$ cat config.mk
export PLATFORM = sky130hd
export DESIGN_NAME = arp_cache_oldest_replace
export DESIGN_NICKNAME = d
export VERILOG_FILES = /design/src/sv/arpc_pkg.sv /design/src/sv/arpc_ctrl.sv /design/src/sv/arpc_dp.sv /design/src/sv/arp_cache_oldest_replace.sv
export SDC_FILE = /design/constraint.sdc
export NUM_CORES = 2
export LEC_CHECK = 0
export ABC_CLOCK_PERIOD_IN_PS = 8200
export BUFFER_PORTS_ARGS = -buffer_cell sky130_fd_sc_hd__buf_4
export CAP_MARGIN = 30
export CORE_MARGIN = 4
export CORE_UTILIZATION = 55
export CTS_CLUSTER_DIAMETER = 40
export DETAILED_ROUTE_END_ITERATION = 10
export PLACE_DENSITY_LB_ADDON = 0.12
export SETUP_SLACK_MARGIN = 0.02
export SLEW_MARGIN = 20
export SYNTH_ARGS = -nofsm -noshare
export SYNTH_HDL_FRONTEND = slang
export SYNTH_HIERARCHICAL = 1
export SYNTH_SLANG_ARGS = --single-unit
$ cat constraint.sdc
create_clock -name clk -period 8.2 [get_ports clk]
set_input_delay 0.82 -clock clk [delete_from_list [all_inputs] [get_ports clk]]
set_output_delay 0.82 -clock clk [all_outputs]
set_load 0.05 [all_outputs]
$ cat src/sv/arpc_pkg.sv
// shared constants, types and helpers for the arp cache
`default_nettype none
package arpc_pkg;

    localparam int ENTRIES   = 16;
    localparam int IDX_W     = (ENTRIES > 1) ? $clog2(ENTRIES) : 1;
    localparam int SLOT_W    = 4;
    localparam int IP_W      = 32;
    localparam int MAC_W     = 48;
    localparam int TICK_W    = 32;
    localparam int CFG_W     = 32;
    localparam int CFG_IDX_W = 2;

    localparam logic [CFG_IDX_W-1:0] CFG_LOCAL_IP    = 2'd0;
    localparam logic [CFG_IDX_W-1:0] CFG_SUBNET_MASK = 2'd1;
    localparam logic [CFG_IDX_W-1:0] CFG_GATEWAY_IP  = 2'd2;

    localparam logic FUNC_RESOLVE = 1'b0;
    localparam logic FUNC_LEARN   = 1'b1;

    typedef logic [IDX_W-1:0] idx_t;

    typedef struct packed {
        logic start;
        logic scan;
        logic finish;
    } arpc_cmd_t;

    typedef struct packed {
        logic scan_last;
        logic out_free;
    } arpc_sts_t;

    function automatic logic [SLOT_W-1:0] idx_to_slot(input idx_t idx);
        logic [IDX_W+SLOT_W-1:0] wide;
        wide = {{SLOT_W{1'b0}}, idx};
        return wide[SLOT_W-1:0];
    endfunction

endpackage
`default_nettype wire

$ cat src/sv/arpc_ctrl.sv
// controller state machine: accept, scan, drain, write back
`default_nettype none
module arpc_ctrl
    import arpc_pkg::*;
(
    input  wire logic      clk,
    input  wire logic      rst_n,
    input  wire logic      in_valid,
    output logic           in_stall,
    input  wire arpc_sts_t sts,
    output arpc_cmd_t      cmd
);

    typedef enum logic [1:0] {
        ST_IDLE,
        ST_SCAN,
        ST_DRAIN,
        ST_WRITE
    } state_t;

    state_t state_reg;
    state_t state_next;

    always_comb
    begin
        cmd.start  = (state_reg == ST_IDLE) && in_valid;
        cmd.scan   = (state_reg == ST_SCAN);
        cmd.finish = (state_reg == ST_WRITE) && sts.out_free;
        in_stall   = (state_reg != ST_IDLE);
    end

    always_comb
    begin
        state_next = state_reg;
        case (state_reg)
            ST_IDLE:
            begin
                if (in_valid)
                    state_next = ST_SCAN;
            end
            ST_SCAN:
            begin
                if (sts.scan_last)
                    state_next = ST_DRAIN;
            end
            ST_DRAIN:
            begin
                state_next = ST_WRITE;
            end
            ST_WRITE:
            begin
                if (sts.out_free)
                    state_next = ST_IDLE;
            end
            default:
            begin
                state_next = ST_IDLE;
            end
        endcase
    end

    always_ff @(posedge clk or negedge rst_n)
    begin
        if (!rst_n)
            state_reg <= ST_IDLE;
        else
            state_reg <= state_next;
    end

`ifndef ASSERT_OFF
    a_start_scans: assert property (@(posedge clk) disable iff (!rst_n)
        cmd.start |=> state_reg == ST_SCAN)
        else $error("request accepted but scan did not begin");
    a_last_drains: assert property (@(posedge clk) disable iff (!rst_n)
        (state_reg == ST_SCAN) && sts.scan_last |=> state_reg == ST_DRAIN)
        else $error("scan did not stop after the last entry");
`endif

endmodule
`default_nettype wire

$ cat src/sv/arpc_dp.sv
// datapath: config registers, entry memories, scan search and result register
`default_nettype none
module arpc_dp
    import arpc_pkg::*;
(
    input  wire logic                 clk,
    input  wire logic                 rst_n,
    input  wire logic                 cfg_we,
    input  wire logic [CFG_IDX_W-1:0] cfg_index,
    input  wire logic [CFG_W-1:0]     cfg_data,
    input  wire logic                 func,
    input  wire logic [IP_W-1:0]      ip_addr,
    input  wire logic [MAC_W-1:0]     mac_in,
    input  wire logic [TICK_W-1:0]    now_tick,
    output logic                      out_valid,
    input  wire logic                 out_stall,
    output logic                      hit,
    output logic [MAC_W-1:0]          mac_out,
    output logic [SLOT_W-1:0]         slot,
    output logic                      evicted,
    output logic [IP_W-1:0]           next_hop_ip,
    input  wire arpc_cmd_t            cmd,
    output arpc_sts_t                 sts
);

    logic [IP_W-1:0] local_ip_reg;
    logic [IP_W-1:0] subnet_mask_reg;
    logic [IP_W-1:0] gateway_ip_reg;

    logic [IP_W-1:0]   ip_mem    [ENTRIES];
    logic [MAC_W-1:0]  mac_mem   [ENTRIES];
    logic [TICK_W-1:0] stamp_mem [ENTRIES];
    logic [ENTRIES-1:0] valid_reg;

    // request registers
    logic              func_reg;
    logic [IP_W-1:0]   key_reg;
    logic [MAC_W-1:0]  mac_reg;
    logic [TICK_W-1:0] tick_reg;

    // scan pipeline
    idx_t              addr_reg;
    logic              rd_valid_reg;
    idx_t              rd_idx_reg;
    logic              rd_v_reg;
    logic [IP_W-1:0]   rd_ip_reg;
    logic [MAC_W-1:0]  rd_mac_reg;
    logic [TICK_W-1:0] rd_stamp_reg;

    // search results
    logic              found_reg;
    idx_t              found_idx_reg;
    logic [MAC_W-1:0]  found_mac_reg;
    logic              free_found_reg;
    idx_t              free_idx_reg;
    logic [TICK_W-1:0] min_stamp_reg;
    idx_t              min_idx_reg;

    logic                out_valid_reg;
    logic                hit_reg;
    logic [MAC_W-1:0]    mac_out_reg;
    logic [SLOT_W-1:0]   slot_reg;
    logic                evicted_reg;
    logic [IP_W-1:0]     next_hop_reg;

    logic            off_subnet;
    logic [IP_W-1:0] hop;
    logic            learn;
    idx_t            wr_idx;
    logic            new_entry;
    logic            do_evict;

    assign off_subnet = ((ip_addr ^ local_ip_reg) & subnet_mask_reg) != '0;
    assign hop = (func == FUNC_RESOLVE && off_subnet) ? gateway_ip_reg : ip_addr;

    assign learn     = (func_reg == FUNC_LEARN);
    assign new_entry = learn && !found_reg;
    assign do_evict  = new_entry && !free_found_reg;
    assign wr_idx    = found_reg ? found_idx_reg :
                       (free_found_reg ? free_idx_reg : min_idx_reg);

    assign sts.scan_last = (addr_reg == idx_t'(ENTRIES - 1));
    assign sts.out_free  = !out_valid_reg || !out_stall;

    always_ff @(posedge clk or negedge rst_n)
    begin
        if (!rst_n)
        begin
            local_ip_reg    <= '0;
            subnet_mask_reg <= '0;
            gateway_ip_reg  <= '0;
        end
        else if (cfg_we)
        begin
            case (cfg_index)
                CFG_LOCAL_IP:    local_ip_reg    <= cfg_data;
                CFG_SUBNET_MASK: subnet_mask_reg <= cfg_data;
                CFG_GATEWAY_IP:  gateway_ip_reg  <= cfg_data;
                default:         ;
            endcase
        end
    end

    // entry memories: one read port for the scan, one write port
    always_ff @(posedge clk)
    begin
        if (cmd.scan)
        begin
            rd_ip_reg    <= ip_mem[addr_reg];
            rd_mac_reg   <= mac_mem[addr_reg];
            rd_stamp_reg <= stamp_mem[addr_reg];
        end
        if (cmd.finish && learn)
        begin
            mac_mem[wr_idx]   <= mac_reg;
            stamp_mem[wr_idx] <= tick_reg;
            if (new_entry)
                ip_mem[wr_idx] <= key_reg;
        end
    end

    always_ff @(posedge clk or negedge rst_n)
    begin
        if (!rst_n)
        begin
            valid_reg      <= '0;
            addr_reg       <= '0;
            rd_valid_reg   <= 1'b0;
            found_reg      <= 1'b0;
            free_found_reg <= 1'b0;
            out_valid_reg  <= 1'b0;
        end
        else
        begin
            rd_valid_reg <= cmd.scan;
            if (cmd.start)
            begin
                addr_reg       <= '0;
                found_reg      <= 1'b0;
                free_found_reg <= 1'b0;
            end
            else
            begin
                if (cmd.scan)
                    addr_reg <= addr_reg + 1'b1;
                if (rd_valid_reg && !found_reg && rd_v_reg && rd_ip_reg == key_reg)
                    found_reg <= 1'b1;
                if (rd_valid_reg && !free_found_reg && !rd_v_reg)
                    free_found_reg <= 1'b1;
            end
            if (cmd.finish && learn)
                valid_reg[wr_idx] <= 1'b1;
            if (cmd.finish)
                out_valid_reg <= 1'b1;
            else if (!out_stall)
                out_valid_reg <= 1'b0;
        end
    end

    always_ff @(posedge clk)
    begin
        if (cmd.start)
        begin
            func_reg <= func;
            key_reg  <= hop;
            mac_reg  <= mac_in;
            tick_reg <= now_tick;
        end
        if (cmd.scan)
        begin
            rd_idx_reg <= addr_reg;
            rd_v_reg   <= valid_reg[addr_reg];
        end
        if (rd_valid_reg)
        begin
            if (!found_reg && rd_v_reg && rd_ip_reg == key_reg)
            begin
                found_idx_reg <= rd_idx_reg;
                found_mac_reg <= rd_mac_reg;
            end
            if (!free_found_reg && !rd_v_reg)
                free_idx_reg <= rd_idx_reg;
            // strict less keeps the lowest index on equal stamps
            if (rd_idx_reg == '0 || rd_stamp_reg < min_stamp_reg)
            begin
                min_stamp_reg <= rd_stamp_reg;
                min_idx_reg   <= rd_idx_reg;
            end
        end
        if (cmd.finish)
        begin
            hit_reg      <= found_reg;
            mac_out_reg  <= (!learn && found_reg) ? found_mac_reg : '0;
            slot_reg     <= learn ? idx_to_slot(wr_idx) :
                            (found_reg ? idx_to_slot(found_idx_reg) : '0);
            evicted_reg  <= do_evict;
            next_hop_reg <= key_reg;
        end
    end

    assign out_valid   = out_valid_reg;
    assign hit         = hit_reg;
    assign mac_out     = mac_out_reg;
    assign slot        = slot_reg;
    assign evicted     = evicted_reg;
    assign next_hop_ip = next_hop_reg;

`ifndef ASSERT_OFF
    a_found_is_valid: assert property (@(posedge clk) disable iff (!rst_n)
        found_reg |-> valid_reg[found_idx_reg])
        else $error("match points at an entry that is not valid");
    a_evict_only_full: assert property (@(posedge clk) disable iff (!rst_n)
        cmd.finish && do_evict |-> &valid_reg)
        else $error("replacement while a free entry exists");
    a_result_from_finish: assert property (@(posedge clk) disable iff (!rst_n)
        $rose(out_valid_reg) |-> $past(cmd.finish))
        else $error("result appeared without a finished request");
`endif

endmodule
`default_nettype wire

$ cat src/sv/arp_cache_oldest_replace.sv
// arp cache top level with oldest-entry replacement
//
//  channel  direction  handshake            payload
//  in       input      in_valid / in_stall  func, ip_addr, mac_in, now_tick
//  out      output     out_valid/out_stall  hit, mac_out, slot, evicted, next_hop_ip
//  cfg      input      cfg_we               cfg_index, cfg_data
//
// one request passes through accept, a scan of each entry
// through the single read port of the entry memories, a drain and a write back
// the next request is taken once the write back has loaded the result register
// reset clears config registers and all entry valid bits at once; no clearing pass
// a stalled result holds the write back until the result register frees up
`default_nettype none
module arp_cache_oldest_replace
    import arpc_pkg::*;
(
    input  wire logic                 clk,
    input  wire logic                 rst_n,
    input  wire logic                 cfg_we,
    input  wire logic [CFG_IDX_W-1:0] cfg_index,
    input  wire logic [CFG_W-1:0]     cfg_data,
    input  wire logic                 in_valid,
    output logic                      in_stall,
    input  wire logic                 func,
    input  wire logic [IP_W-1:0]      ip_addr,
    input  wire logic [MAC_W-1:0]     mac_in,
    input  wire logic [TICK_W-1:0]    now_tick,
    output logic                      out_valid,
    input  wire logic                 out_stall,
    output logic                      hit,
    output logic [MAC_W-1:0]          mac_out,
    output logic [SLOT_W-1:0]         slot,
    output logic                      evicted,
    output logic [IP_W-1:0]           next_hop_ip
);

    arpc_cmd_t cmd;
    arpc_sts_t sts;

    arpc_ctrl u_ctrl (
        .clk      (clk),
        .rst_n    (rst_n),
        .in_valid (in_valid),
        .in_stall (in_stall),
        .sts      (sts),
        .cmd      (cmd)
    );

    arpc_dp u_dp (
        .clk         (clk),
        .rst_n       (rst_n),
        .cfg_we      (cfg_we),
        .cfg_index   (cfg_index),
        .cfg_data    (cfg_data),
        .func        (func),
        .ip_addr     (ip_addr),
        .mac_in      (mac_in),
        .now_tick    (now_tick),
        .out_valid   (out_valid),
        .out_stall   (out_stall),
        .hit         (hit),
        .mac_out     (mac_out),
        .slot        (slot),
        .evicted     (evicted),
        .next_hop_ip (next_hop_ip),
        .cmd         (cmd),
        .sts         (sts)
    );

endmodule
`default_nettype wire

# Word-level counts from Yosys, hierarchy flattened
# Memory sizes are Yosys's and may differ from the RTL's. A register that Yosys moved wholly into a read port is not among the register bits.
# Index checks and enable logic that the tools add are counted.
# word_totals
inputBits	152
memories	3
ram_bits	1792
wordCells	114
output_inout_bits	88
ff_bits	418
# op_classes
mux	26
bitwise	4
add_sub_neg	1
eq_ne	11
n_reduce_logical	39
magnitude_cmp	4
# memory_table
memory	words	word_bits	rd	rd_clocked_by_memory_dff	write_ports	line	source
u_dp.mac_mem	16	48	1	1	1	arpc_dp.sv:31	logic [MAC_W-1:0] mac_mem [ENTRIES];
u_dp.ip_mem	16	32	1	1	1	arpc_dp.sv:30	logic [IP_W-1:0] ip_mem [ENTRIES];
u_dp.stamp_mem	16	32	1	1	1	arpc_dp.sv:32	logic [TICK_W-1:0] stamp_mem [ENTRIES];
# ops
operator	count
AND 32 bit	1
== test 32 bit	1
less-than comparator 32 bit	1
two-way mux 32 bit	1
nonzero test 32 bit	1
XOR 32 bit	1
two-way mux 4 bit	6
logical AND 1 bit	16
OR 16 bit	1
two-way mux 1 bit	13
AND reduction 2 bit	6
less-than comparator 4 x 5 -> 1 bit (second input constant)	2
case mux 2 bit (4 select lines)	1
nonzero test 2 bit	4
== test 2 bit (second input constant)	3
logical NOT 1 bit	6
two-way mux 2 bit	3
adder 4 x 1 -> 4 bit (second input constant)	1
binary-select mux 1 bit (select 4 bit)	1
demux 1 bit (select 4 bit)	1
== test 2 x 1 -> 1 bit (second input constant)	2
== test 4 bit (second input constant)	1
>= comparator 4 x 1 -> 1 bit (second input constant)	1
logical NOT 2 bit	2
6 further kinds	9

# Logic depth before layout (Yosys ltp)
# logic_depth
word_depth	7
ltp_mapped	8
depth_no_buf	8

# Modules after synthesis
# The synthesis kept the hierarchy.
# modules_own_cells
module	cells_per_inst	instances	area_per_inst_um2	seq_area_each_um2
arpc_dp	3529	1	86426.6	69066.2
arpc_ctrl	19	1	181.4	50.0

# Worst setup path before layout
# Ideal clock, no wire load.
# synth_timing
path_type	input-to-reg
from	in out_stall
to	mem u_dp.mac_mem[0][0], enable pin
n_path_buf	0
required_ns	7.680
cell_stages	6
setup_slack_ns	1.697
t_arrival_ns	5.983
setup_ns	0.520
path_cell_list	nand2_1 > and2_2 > nand2_1 > nor2b_1 > nand2_1 > nor2_1
# synth_lines
element	line	source
start, declared	arp_cache_oldest_replace.sv:29	input wire logic out_stall,
end, declared	arpc_dp.sv:31	

# Worst setup path after layout
# layout_timing
from	reg u_dp.found_reg
to	mem u_dp.stamp_mem[7][28], enable pin
# layout_via
elab_chain_len	1
# layout_lines
element	line	source
start, declared	arpc_dp.sv:51	logic found_reg;
start signal, assigned	arpc_dp.sv:129	found_reg <= 1'b0;
start signal, assigned	arpc_dp.sv:139	found_reg <= 1'b0;
start signal, assigned	arpc_dp.sv:147	found_reg <= 1'b1;
two-way mux 4 bit	arpc_dp.sv:79	assign wr_idx = found_reg ? found_idx_reg :
end, declared	arpc_dp.sv:32	
# No other way between the ends.

==> results.md <==
Floorplan:
- Row generation in the floorplan step produced 145 rows.
- In this run the vertical extent of the chip is 405 um.
- The initial utilization of the core area, before any placement, comes to 55.4%.
- The die extent in x is 405 um.
- The overall die area is between 150000 and 200000 um^2.
- The region available for standard cell placement spans 156000 um^2.
- Pin placement for this block handled 240 I/O pins.

Final layout:
- The number of nets in the layout is 4208.
- The area added between synthesis and finish is 16.2%.
- Of the cells placed in the final design, the portion with a size suffix greater than 1 is between 30% and 40%.
- The register with the most flip-flops in the layout has 768 of them.
- The layout has 10200 filler cells.
- More flip-flops sit in one register than any other, and that register is u_dp/mac_mem.
- In the layout the commonest cells are 2200 x edfxtp_1, 565 x mux4_2, 309 x buf_4.
- The largest registers in the layout are u_dp/mac_mem (768), u_dp/ip_mem (512), u_dp/stamp_mem (512).
- The most common cell after layout, fill and taps aside is edfxtp_1.
- Once layout is done, the placed cells without fillers occupy 101000 um^2.

Clock network:
- The total number of H-tree levels is 5.
- In this run the deepest clock path goes through 4 buffers.
- TritonCTS built the clock tree.
- The number of clock buffers added by TritonCTS is ~290.
- The worst-skew pair later-pin latency is 0.89 ns.
- The number of post-CTS setup repair buffers is 0.
- The clock tree root driver cell is clkbuf_16.
- The count of instances resized after the clock tree is built is 0.
- The clock net sink count is 2322.
- Buffers inserted to repair hold after CTS numbered 0.
- After clock tree synthesis, the clock-pin slew on the worst setup and hold paths is 0.06 ns.

Power:
- The worst IR drop on VDD is 0.307 mV.
- The analysis attributes to cell leakage a power of 32.7 nW.
- The power share of the sequential group is 45.8%.
- Total power for the finished layout comes to 34.0 mW.
- The fraction of power spent switching nets is between 20% and 30%.
- The share of total power dissipated in the clock network is between 30% and 40%.
- Summed over all nets, the switching power comes to 8.95 mW.
- Per report_power, the combinational group accounts for 18.7% of the total.
- The power per cell area is 338 nW/um^2.
- The total internal power is around 25 mW.

Routing:
- The via total after detailed routing is between 30000 and 40000.
- The average wire per standard cell is about 29 um.
- The first detailed-routing pass ran for 5 iterations.
- Using the TritonRoute via totals, the vias-per-cell ratio works out to 6.05.
- Once detail routing completed, the nets flagged for antenna violations numbered 0.
- For this run, design rule violations remaining after detail routing come to 0.
- The violation count after the first detailed-routing iteration is 3909.
- For this block, the routed nets add up to 185000 um of wire.

STA:
- At the pin with the least slew margin, the transition time is 1.04 ns.
- Based on the critical path, the design can be clocked at up to roughly 240 MHz.
- The final critical-path required period is 4.20 ns.
- The worst pin sits at a relative slew slack of ~31%.
- The final-layout setup total negative slack is 0 ns.
- The portion of the clock cycle consumed by the worst path in the final layout is 51.3%.
- Setup slack closes at 4.00 ns.
- The max-slew violation count was 0.
- The count of endpoints failing setup in the final report is 0.
- Setup repair after global routing left no endpoint under its margin.
- The count of endpoints failing hold in the final timing report is 0.
- Between clock sinks in the finished design, the worst skew comes to 0.0571 ns.

Synthesis:
- The prevailing post-synth register cell is edfxtp_1.
- The total standard cell area after synthesis is 86600 um^2.
- The synthesized design devotes to its leading area cell type 76.3% of total area.
- The distinct cell type count after synthesis is 41.
- The post-synthesis cell type with the largest combined area is edfxtp_1.
- Sequential cells were found to cover 79.8% of the synthesized design area.
- The number of warning messages in the yosys log is 6.
- The mean cell area of the mapped netlist is 24.4 um^2.
- The gate count of the mapped netlist is 3548.
- Yosys mapped a number of flops with a built-in enable equal to 2200.
- Counting flops with an async set or reset pin after synthesis yields a share of 5.25%.
- Yosys attributes the largest share of cell area to edfxtp_1 76%, mux4_2 15%, dfrtp_1 3.5%.
- When the netlist entered floorplanning its net count stood at 3737.
- After synthesis the netlist holds a flip-flop and latch count of 2322.

Critical path:
- For flop-to-flop paths, the worst setup slack is 4.00 ns.
- Counting cells, the worst reg-to-reg path comes to 6.
- For the worst setup path, the data arrival time is 4.69 ns.
- The nature of the critical path endpoint is a register.
- The critical path in this run is classified as reg2reg.
- The endpoint of the worst-slack reg-to-reg timing path is u_dp/stamp_mem[7][28].
- In this run the critical register-to-register path is launched from u_dp/found_reg.
- STA classifies the critical path startpoint as a register.
- At the worst endpoint, the required time is 8.69 ns.
- The cell occurring most often along the worst timing path is buf_4.
- The slowest cell on the critical path is dfrtp_2.
- The peak fanout along the critical path is 39.
- Walking the worst path, the cells encountered are mux2_2, nor2_1, nand2_1, nor2_4, buf_4, buf_4.
- The critical path's largest stage delay is 0.91 ns.

Place:
- Before CTS, the worst setup slack after placement is 3.74 ns.
- Once placement finished, the instance area stood at ~91000 um^2.
- The post-DP HPWL is 97900 um.
- The placer's final routability congestion estimate is 0.750.
- Buffers placed on the I/O ports in this run total ~240.

Global routing:
- The number of antenna violations at the first check in global routing is 5.
- Global routing finished with a remaining overflow of 0.
- The total routing usage reported by global routing is 23.2%.
- The first global-routing pass estimated 273000 um of wire.
- Entering global routing, the biggest net connects 109 pins.
- The via count of the first global-routing pass came to 39700.

Worst hold path:
- The worst hold path belongs to the class in2async.

Run:
- Max-cap violations in this run came to 0.

Run status:
- The run finished with clean final reports.
[per-stage QoR]
step	hold slack [ns]	instances	utilization [%]
3_5_place_dp	0.405	5776	58.4
5_1_grt	0.0547	6283	64.4
4_1_cts	0.0144	6277	64.3
3_3_place_gp	0.400	5773	58.3
6_report	0.0509	6286	64.4
2_1_floorplan	0.400	3548	-
[final cells by class]
class | count | area, um^2 | area share, %
clock inverter | 156 | 1490 | 1.48
tap | 2058 | 2570 | 2.56
antenna | 4 | 10.0 | 0.00994
sequential | 2322 | 69100 | 68.7
inverter | 44 | 185 | 0.184
timing repair buffer | 325 | 2650 | 2.64
multi-input combinational | 1032 | 16900 | 16.8
clock buffer | 345 | 7750 | 7.70
[layer usage]
metal,global-route usage (%),share of wire (%),vias to the layer above
met4,6.06,2.1,0
met5,0,0,-
met1,33.7,42,20400
li1,-,-,16000
met2,36.9,49,1322
met3,4.60,6.5,275
[cell usage after synthesis, types with 2 or more instances]
| library cell | n |
|---|---|
| mux2i_1 | 6 |
| nor2_1 | 25 |
| nor4_1 | 9 |
| nand3b_1 | 2 |
| or2_2 | 15 |
| inv_1 | 44 |
| mux2_2 | 134 |
| buf_1 | 16 |
| o21ai_0 | 9 |
| a22oi_1 | 16 |
| xor2_1 | 63 |
| nor3b_1 | 3 |
| nor2b_1 | 2 |
| nand3_1 | 2 |
| clkbuf_1 | 70 |
| a21oi_1 | 12 |
| edfxtp_1 | 2200 |
| a221oi_1 | 2 |
| nor3_1 | 17 |
| mux4_2 | 565 |
| dfrtp_1 | 122 |
| a21o_1 | 5 |
| buf_2 | 56 |
| xnor2_1 | 4 |
| buf_6 | 8 |
| and2_1 | 48 |
| ha_1 | 37 |
| nand2_1 | 22 |
| nand2b_1 | 9 |
| and4_1 | 2 |
| nand4_1 | 13 |
[worst max-delay path by stage]
stage	to	startpoint	slack, ns
floorplan	u_dp/mac_mem[0][0]	out_stall	1.70
global placement	u_dp/stamp_mem[0][20]	out_stall	3.67
detailed placement	u_dp/stamp_mem[7][12]	out_stall	3.74
CTS	u_dp/stamp_mem[7][19]	u_dp/found_reg	3.94
global route	u_dp/stamp_mem[7][19]	u_dp/found_reg	3.76
finish	u_dp/stamp_mem[7][28]	u_dp/found_reg	4.00
[worst max-delay path: cells and delay by family (launching register included)]
family | cells | cell delay, ns
AND/OR/NAND/NOR | 3 | 1.17
flip-flops | 1 | 0.91
buffers and inverters | 2 | 1.18
multiplexers | 1 | 0.42
[power by group through the flow]
stage / clock (mW) / sequential (mW) / combinational (mW)
2_1_floorplan: 0 / 15.8 / 4.36
3_3_place_gp: 0 / 15.8 / 6.43
3_5_place_dp: 0 / 15.8 / 6.47
4_1_cts: 12.4 / 15.6 / 6.48
5_1_grt: 12.9 / 15.7 / 6.82
6_report: 12.1 / 15.6 / 6.35
[cells by family after synthesis]
logic type / count (synthesis) / synth area share [%]
XOR/XNOR: 67 / 0.678
buffers and inverters: 194 / 0.991
AND/OR/NAND/NOR: 172 / 1.09
flip-flops: 2322 / 79.8
AO/OA/AOI/OAI: 50 / 0.383
multiplexers: 706 / 16.5
adder cells (fa/ha/maj): 37 / 0.535
No activity file was read; power rests on OpenSTA's default activity.
